<file path="src/rtl/core/assert_macros.svh">
`ifndef ASSERT_MACROS_SVH
`define ASSERT_MACROS_SVH

// Implication checked on clk_i, held off while rst_ni is low.
`define ASSERT_IMPL(lbl, ante, cons, msg) \
  lbl: assert property (@(posedge clk_i) disable iff (!rst_ni) (ante) |-> (cons)) \
    else $error(msg);

// Next-cycle implication checked on clk_i, held off while rst_ni is low.
`define ASSERT_NEXT(lbl, ante, cons, msg) \
  lbl: assert property (@(posedge clk_i) disable iff (!rst_ni) (ante) |=> (cons)) \
    else $error(msg);

`endif

</file>
<file path="src/rtl/core/efp_pkg.sv">
package efp_pkg;

  localparam int unsigned FRAC_BITS  = 24;
  localparam int unsigned GRID_CELLS = 2097152;

  localparam int unsigned FX_W     = 64;
  localparam int unsigned HALF_W   = FX_W / 2;
  localparam int unsigned PROD_W   = 2 * FX_W;
  localparam int unsigned IDX_W    = 21;
  localparam int unsigned UVAL_W   = 63;
  localparam int unsigned INV_W    = 32;
  localparam int unsigned MUL_LAT  = 4;
  localparam int unsigned NUM_COMP = 5;
  localparam int unsigned NUM_KINDS = 4;
  localparam int unsigned KIND_W   = 2;
  localparam int unsigned NUM_CFG  = 4;
  localparam int unsigned CFG_IDX_W  = 2;
  localparam int unsigned CFG_DATA_W = 63;

  typedef logic signed [FX_W-1:0] fx_t;

  localparam fx_t FX_MAX = {1'b0, {(FX_W-1){1'b1}}};
  localparam fx_t FX_MIN = {1'b1, {(FX_W-1){1'b0}}};

  typedef struct packed {
    fx_t  v;
    logic sat;
  } fxs_t;

  typedef enum logic [KIND_W-1:0] {
    KIND_CONS   = 2'd0,
    KIND_FLUX_X = 2'd1,
    KIND_FLUX_Y = 2'd2,
    KIND_FLUX_Z = 2'd3
  } kind_e;

  typedef enum logic [CFG_IDX_W-1:0] {
    REG_INV_GM1 = 2'd0,
    REG_HOT_EN  = 2'd1,
    REG_HOT_IDX = 2'd2,
    REG_HOT_E   = 2'd3
  } reg_idx_e;

  typedef struct packed {
    logic [INV_W-1:0]  inv_gm1;
    logic              hot_en;
    logic [IDX_W-1:0]  hot_idx;
    logic [UVAL_W-1:0] hot_energy;
  } cfg_t;

  localparam cfg_t CFG_RESET = '{
    inv_gm1:    32'd41943040,
    hot_en:     1'b0,
    hot_idx:    '0,
    hot_energy: 63'd167772160000000000
  };

  // first member sits in the highest bits, so cell_index lands at bit 0
  typedef struct packed {
    fx_t               vel_z;
    fx_t               vel_y;
    fx_t               vel_x;
    logic [UVAL_W-1:0] pressure;
    logic [UVAL_W-1:0] density;
    logic [IDX_W-1:0]  cell_index;
  } cell_in_t;

  localparam int unsigned IN_BITS    = $bits(cell_in_t);
  localparam int unsigned IN_TDATA_W = ((IN_BITS + 7) / 8) * 8;

  typedef struct packed {
    fx_t [NUM_COMP-1:0] comp;
    logic               sat;
  } item_t;

  typedef item_t [NUM_KINDS-1:0] cell_items_t;

  localparam int unsigned OUT_TDATA_W = NUM_COMP * FX_W;
  localparam int unsigned OUT_TUSER_W = KIND_W + 1;

  function automatic fxs_t sat_add(fx_t a, fx_t b);
    fx_t  s;
    fxs_t r;
    s = a + b;
    r.sat = (a[FX_W-1] == b[FX_W-1]) && (s[FX_W-1] != a[FX_W-1]);
    r.v   = r.sat ? (a[FX_W-1] ? FX_MIN : FX_MAX) : s;
    return r;
  endfunction

endpackage

</file>
<file path="src/rtl/core/efp_ser.sv">
module efp_ser
  import efp_pkg::*;
(
  input  logic        clk_i,
  input  logic        rst_ni,
  input  logic        in_valid_i,
  input  cell_items_t in_items_i,
  output logic        free_o,
  output logic        out_valid_o,
  input  logic        out_ready_i,
  output item_t       out_item_o,
  output kind_e       out_kind_o,
  output logic        out_last_o
);

  localparam logic [KIND_W-1:0] LAST_CNT = KIND_W'(NUM_KINDS - 1);

  cell_items_t       items_q;
  logic [KIND_W-1:0] cnt_d, cnt_q;
  logic              vld_d, vld_q;
  logic              load;

  assign free_o = !vld_q || ((cnt_q == LAST_CNT) && out_ready_i);
  assign load   = in_valid_i && free_o;

  always_comb begin
    vld_d = vld_q;
    cnt_d = cnt_q;
    if (vld_q && out_ready_i) begin
      cnt_d = cnt_q + 1'b1;
      if (cnt_q == LAST_CNT) begin
        vld_d = 1'b0;
      end
    end
    if (load) begin
      vld_d = 1'b1;
      cnt_d = '0;
    end
  end

  always_ff @(posedge clk_i or negedge rst_ni) begin
    if (!rst_ni) begin
      vld_q <= 1'b0;
      cnt_q <= '0;
    end else begin
      vld_q <= vld_d;
      cnt_q <= cnt_d;
    end
  end

  always_ff @(posedge clk_i) begin
    if (load) begin
      items_q <= in_items_i;
    end
  end

  assign out_valid_o = vld_q;
  assign out_item_o  = items_q[cnt_q];
  assign out_kind_o  = kind_e'(cnt_q);
  assign out_last_o  = (cnt_q == LAST_CNT);

endmodule

</file>
<file path="config.mk">
export PLATFORM = sky130hd
export DESIGN_NAME = efp_ser
export DESIGN_NICKNAME = d
export VERILOG_FILES = /design/src/rtl/core/assert_macros.svh /design/src/rtl/core/efp_pkg.sv /design/src/rtl/core/efp_ser.sv
export SDC_FILE = /design/constraint.sdc
export NUM_CORES = 1
export LEC_CHECK = 0
export ABC_AREA = 1
export BUFFER_PORTS_ARGS = -buffer_cell sky130_fd_sc_hd__buf_2
export CAP_MARGIN = 10
export CORE_AREA = 5 5 635 637
export CTS_CLUSTER_SIZE = 8
export DETAILED_ROUTE_END_ITERATION = 12
export DIE_AREA = 0 0 640 642
export PLACE_DENSITY_LB_ADDON = 0.25
export SYNTH_ARGS = -nofsm -noshare
export SYNTH_HDL_FRONTEND = slang
export SYNTH_SLANG_ARGS = --single-unit
</file>
<file path="constraint.sdc">
create_clock -name clk_i -period 35.8 [get_ports clk_i]
set_input_delay 8.95 -clock clk_i [delete_from_list [all_inputs] [get_ports clk_i]]
set_output_delay 8.95 -clock clk_i [all_outputs]
set_load 0.005 [all_outputs]
</file>
==> impl_metrics.env <==
export IMPL_status="finished clean"
export IMPL_syn_num_nets=5054
export IMPL_grt_pass1_vias=36900
export IMPL_syn_area_um2=50600
export IMPL_worst_slack_ps=17080
export IMPL_drive_above_1_share_pct=34.5
export IMPL_die_area_um2=411000
export IMPL_avgSynthCellArea_um2=13.4
export IMPL_maxCapViolCount=0
export IMPL_reg2reg_from="out_kind_o[1]"
export IMPL_wl_mm=297
export IMPL_worst_slew_pin_slew_ps=1420
export IMPL_crit_fanout=3
export IMPL_synthAdderAreaFrac_pct=0.0247
export IMPL_pwr_density_cell_nw_per_um2=85.6
export IMPL_grt_max_degree=185
export IMPL_cpLargestDelayFamily="buffers and inverters"
export IMPL_critPathCaptureType="primary output"
export IMPL_insertion_delay_ps=900
export IMPL_ctsLongestPathBuffers=4
export IMPL_tns_ps=0
export IMPL_grt_pass1_wl_mm=376
export IMPL_cts_setup_buffers=0
export IMPL_cts_sinks=1287
export IMPL_slew_violations=0
export IMPL_initial_core_util_pct=12.7
export IMPL_finClkSkew_ps=82.3
export IMPL_cp_start_kind="input pin"
export IMPL_hold_viol_final=0
export IMPL_leakagePower_nw=28.1
export IMPL_vias_per_cell=3.41
export IMPL_h_tree_depth=4
export IMPL_syn_inst=3765
export IMPL_post_route_min_period_ps=18720
export IMPL_synthMuxAreaShare_pct=0
export IMPL_yosysUniqueCellTypes=12
export IMPL_cts_made_buffers=190
export IMPL_core_area_um2=397000
export IMPL_synth_seq_cells=1287
export IMPL_r2r_setup_slack_ps=29820
export IMPL_firstDrtPassIters=5
export IMPL_worst_path_max_delay_cell="nand2_1"
export IMPL_hp_class="reg -> reg"
export IMPL_cp_arrival_ps=9770
export IMPL_portBuffers=1613
export IMPL_cts_root_buffer_cell="clkbuf_16"
export IMPL_via_count=36800
export IMPL_synth_area_leaders="edfxtp_1 (76%), o211ai_1 (9.5%), nand2_1 (7.2%)"
export IMPL_yosys_area_top_type_share_pct=76.2
export IMPL_ir_drop_mv=0.0824
export IMPL_cts_tree="yes"
export IMPL_die_w_um=640
export IMPL_drc=0
export IMPL_area_growth_pct=38.5
export IMPL_track_usage_pct=13.8
export IMPL_place_ws_ps=16980
export IMPL_dp_hpwl_mm=241
export IMPL_detail_route_antenna_nets=0
export IMPL_antenna_found_initial=279
export IMPL_fp_dieH_um=642
export IMPL_rsz0062_at_grt="false"
export IMPL_hold_buffers=0
export IMPL_cp_cell_sequence="buf_2 -> nand2_1 -> nand2_1 -> buf_2"
export IMPL_fmax_mhz=53.4
export IMPL_ios=1614
export IMPL_routabilityCongestion=0.873
export IMPL_rows=232
export IMPL_max_stage_delay_ps=330
export IMPL_hp_start="out_kind_o[0]"
export IMPL_first_iter_violations=3012
export IMPL_r2r_cells=10
export IMPL_synth_top_family_by_area="compound AO/OA/AOI/OAI gates"
export IMPL_worst_path_buf_inv=2
export IMPL_period_share_pct=52.3
export IMPL_synthXorXnorAreaFrac_pct=0
export IMPL_synth_compound_area_share_pct=9.53
export IMPL_grt_overflow_total=0
export IMPL_yosys_warnings=0
export IMPL_synth_top_area_cell="edfxtp_1"
export IMPL_setup_viol=0
export IMPL_ys_seq_area_share_pct=76.4
export IMPL_hold_path_end="out_kind_o[0]"
export IMPL_r2r_end="items_q[1000]"
export IMPL_cts_resized=0
export IMPL_synth_simple_gate_area_share_pct=7.25
export IMPL_required_ps=26850
export IMPL_whs_path_depth=2
export IMPL_worst_setup_path_type="in -> out"
export IMPL_relSlewSlack_pct=5.12
export IMPL_cts_clk_slew_worst_paths_ps=50
export IMPL_finish_net_count=6692
export IMPL_avgRoutedWirePerCell_um=27.5
==> cell usage after synthesis <==
master    count
clkbuf_1     60
buf_4        12
nand3_1       4
inv_1       644
edfxtp_1   1284
o211ai_1    642
dfrtp_1       3
inv_2         2
buf_2       134
nand2_1     972
buf_1         7
ha_1          1
==> through the flow <==
stage               total power, mW  instances  utilization (%)  cell area, um2  hold slack, ps
floorplan                      3.39       3765                -           50600             561
global placement               4.49      10500             16.3           64600             655
detailed placement             4.50      10500             16.3           64700             681
CTS                            6.22      10700             17.6           69900             690
global route                   6.38      10700             17.6           69900             726
finish                         5.99      10800             17.6           70000             680
==> power breakdown <==
part,switching [mW],internal (mW)
clock,0.704,0.965
sequential,0.0825,2.02
combinational,1.70,0.522
==> registers in the layout, indices dropped and copies added, names as in the netlist <==
| signal | count |
|---|---|
| out_kind_o | 2 |
| out_valid_o | 1 |
| items_q | 1284 |
==> final cells by class <==
class	count	area, um2
tap	5265	6590
clock buffer	205	4830
sequential	1287	38600
clock inverter	30	388
inverter	646	2450
timing repair buffer	1659	8480
fill	44000	327000
antenna	61	153
multi-input combinational	1619	8500
==> layer usage <==
metal	wire [um]	global-route usage [%]
met1	112000	15.6
met2	144000	23.9
met3	31600	5.87
met4	8290	3.20
met5	573	0
==> how the worst max path moves through the flow <==
stage / slack [ps] / to / cells past startpoint / startpoint
6_report: 17080 / free_o / 4 / out_ready_i
5_1_grt: 16990 / free_o / 4 / out_ready_i
4_1_cts: 16970 / free_o / 4 / out_ready_i
3_5_place_dp: 16980 / free_o / 4 / out_ready_i
3_3_place_gp: 16980 / free_o / 4 / out_ready_i
2_1_floorplan: 270 / items_q[0] / 4 / out_ready_i
==> logic make-up (layout without fill, tap and decap cells) <==
family | after synthesis | count (layout)
DFF | 1287 | 1287
and+or+nand+nor | 976 | 976
buffers and inverters | 859 | 2540
AOI/OAI and AO/OA | 642 | 642
adders and majority gates | 1 | 1
other | 0 | 61
==> worst register-to-register path: stages (launching register included) <==
cell     delay, ps
dfrtp_4        470
buf_4          530
ha_1           330
nand2_1         80
nand2_1        330
nand2_1        290
inv_8          540
buf_12         700
buf_4          930
buf_4          580
buf_4          790
==> layout by cell type, fill, tap and decap left out, types with 2 or more instances in the layout <==
cell	Yosys	layout
inv_1	644	643
clkbuf_16	0	190
buf_4	12	40
clkbuf_1	60	13
inv_6	0	2
nand3_1	4	4
clkinv_16	0	4
buf_12	0	5
dfrtp_1	3	2
inv_16	0	5
clkinv_1	0	8
o211ai_1	642	642
nand2_1	972	972
inv_8	0	3
edfxtp_1	1284	1284
diode_2	0	61
clkbuf_8	0	2
clkinv_2	0	7
buf_2	134	1613
bufinv_16	0	2
Power figures use the tool's default switching activity.
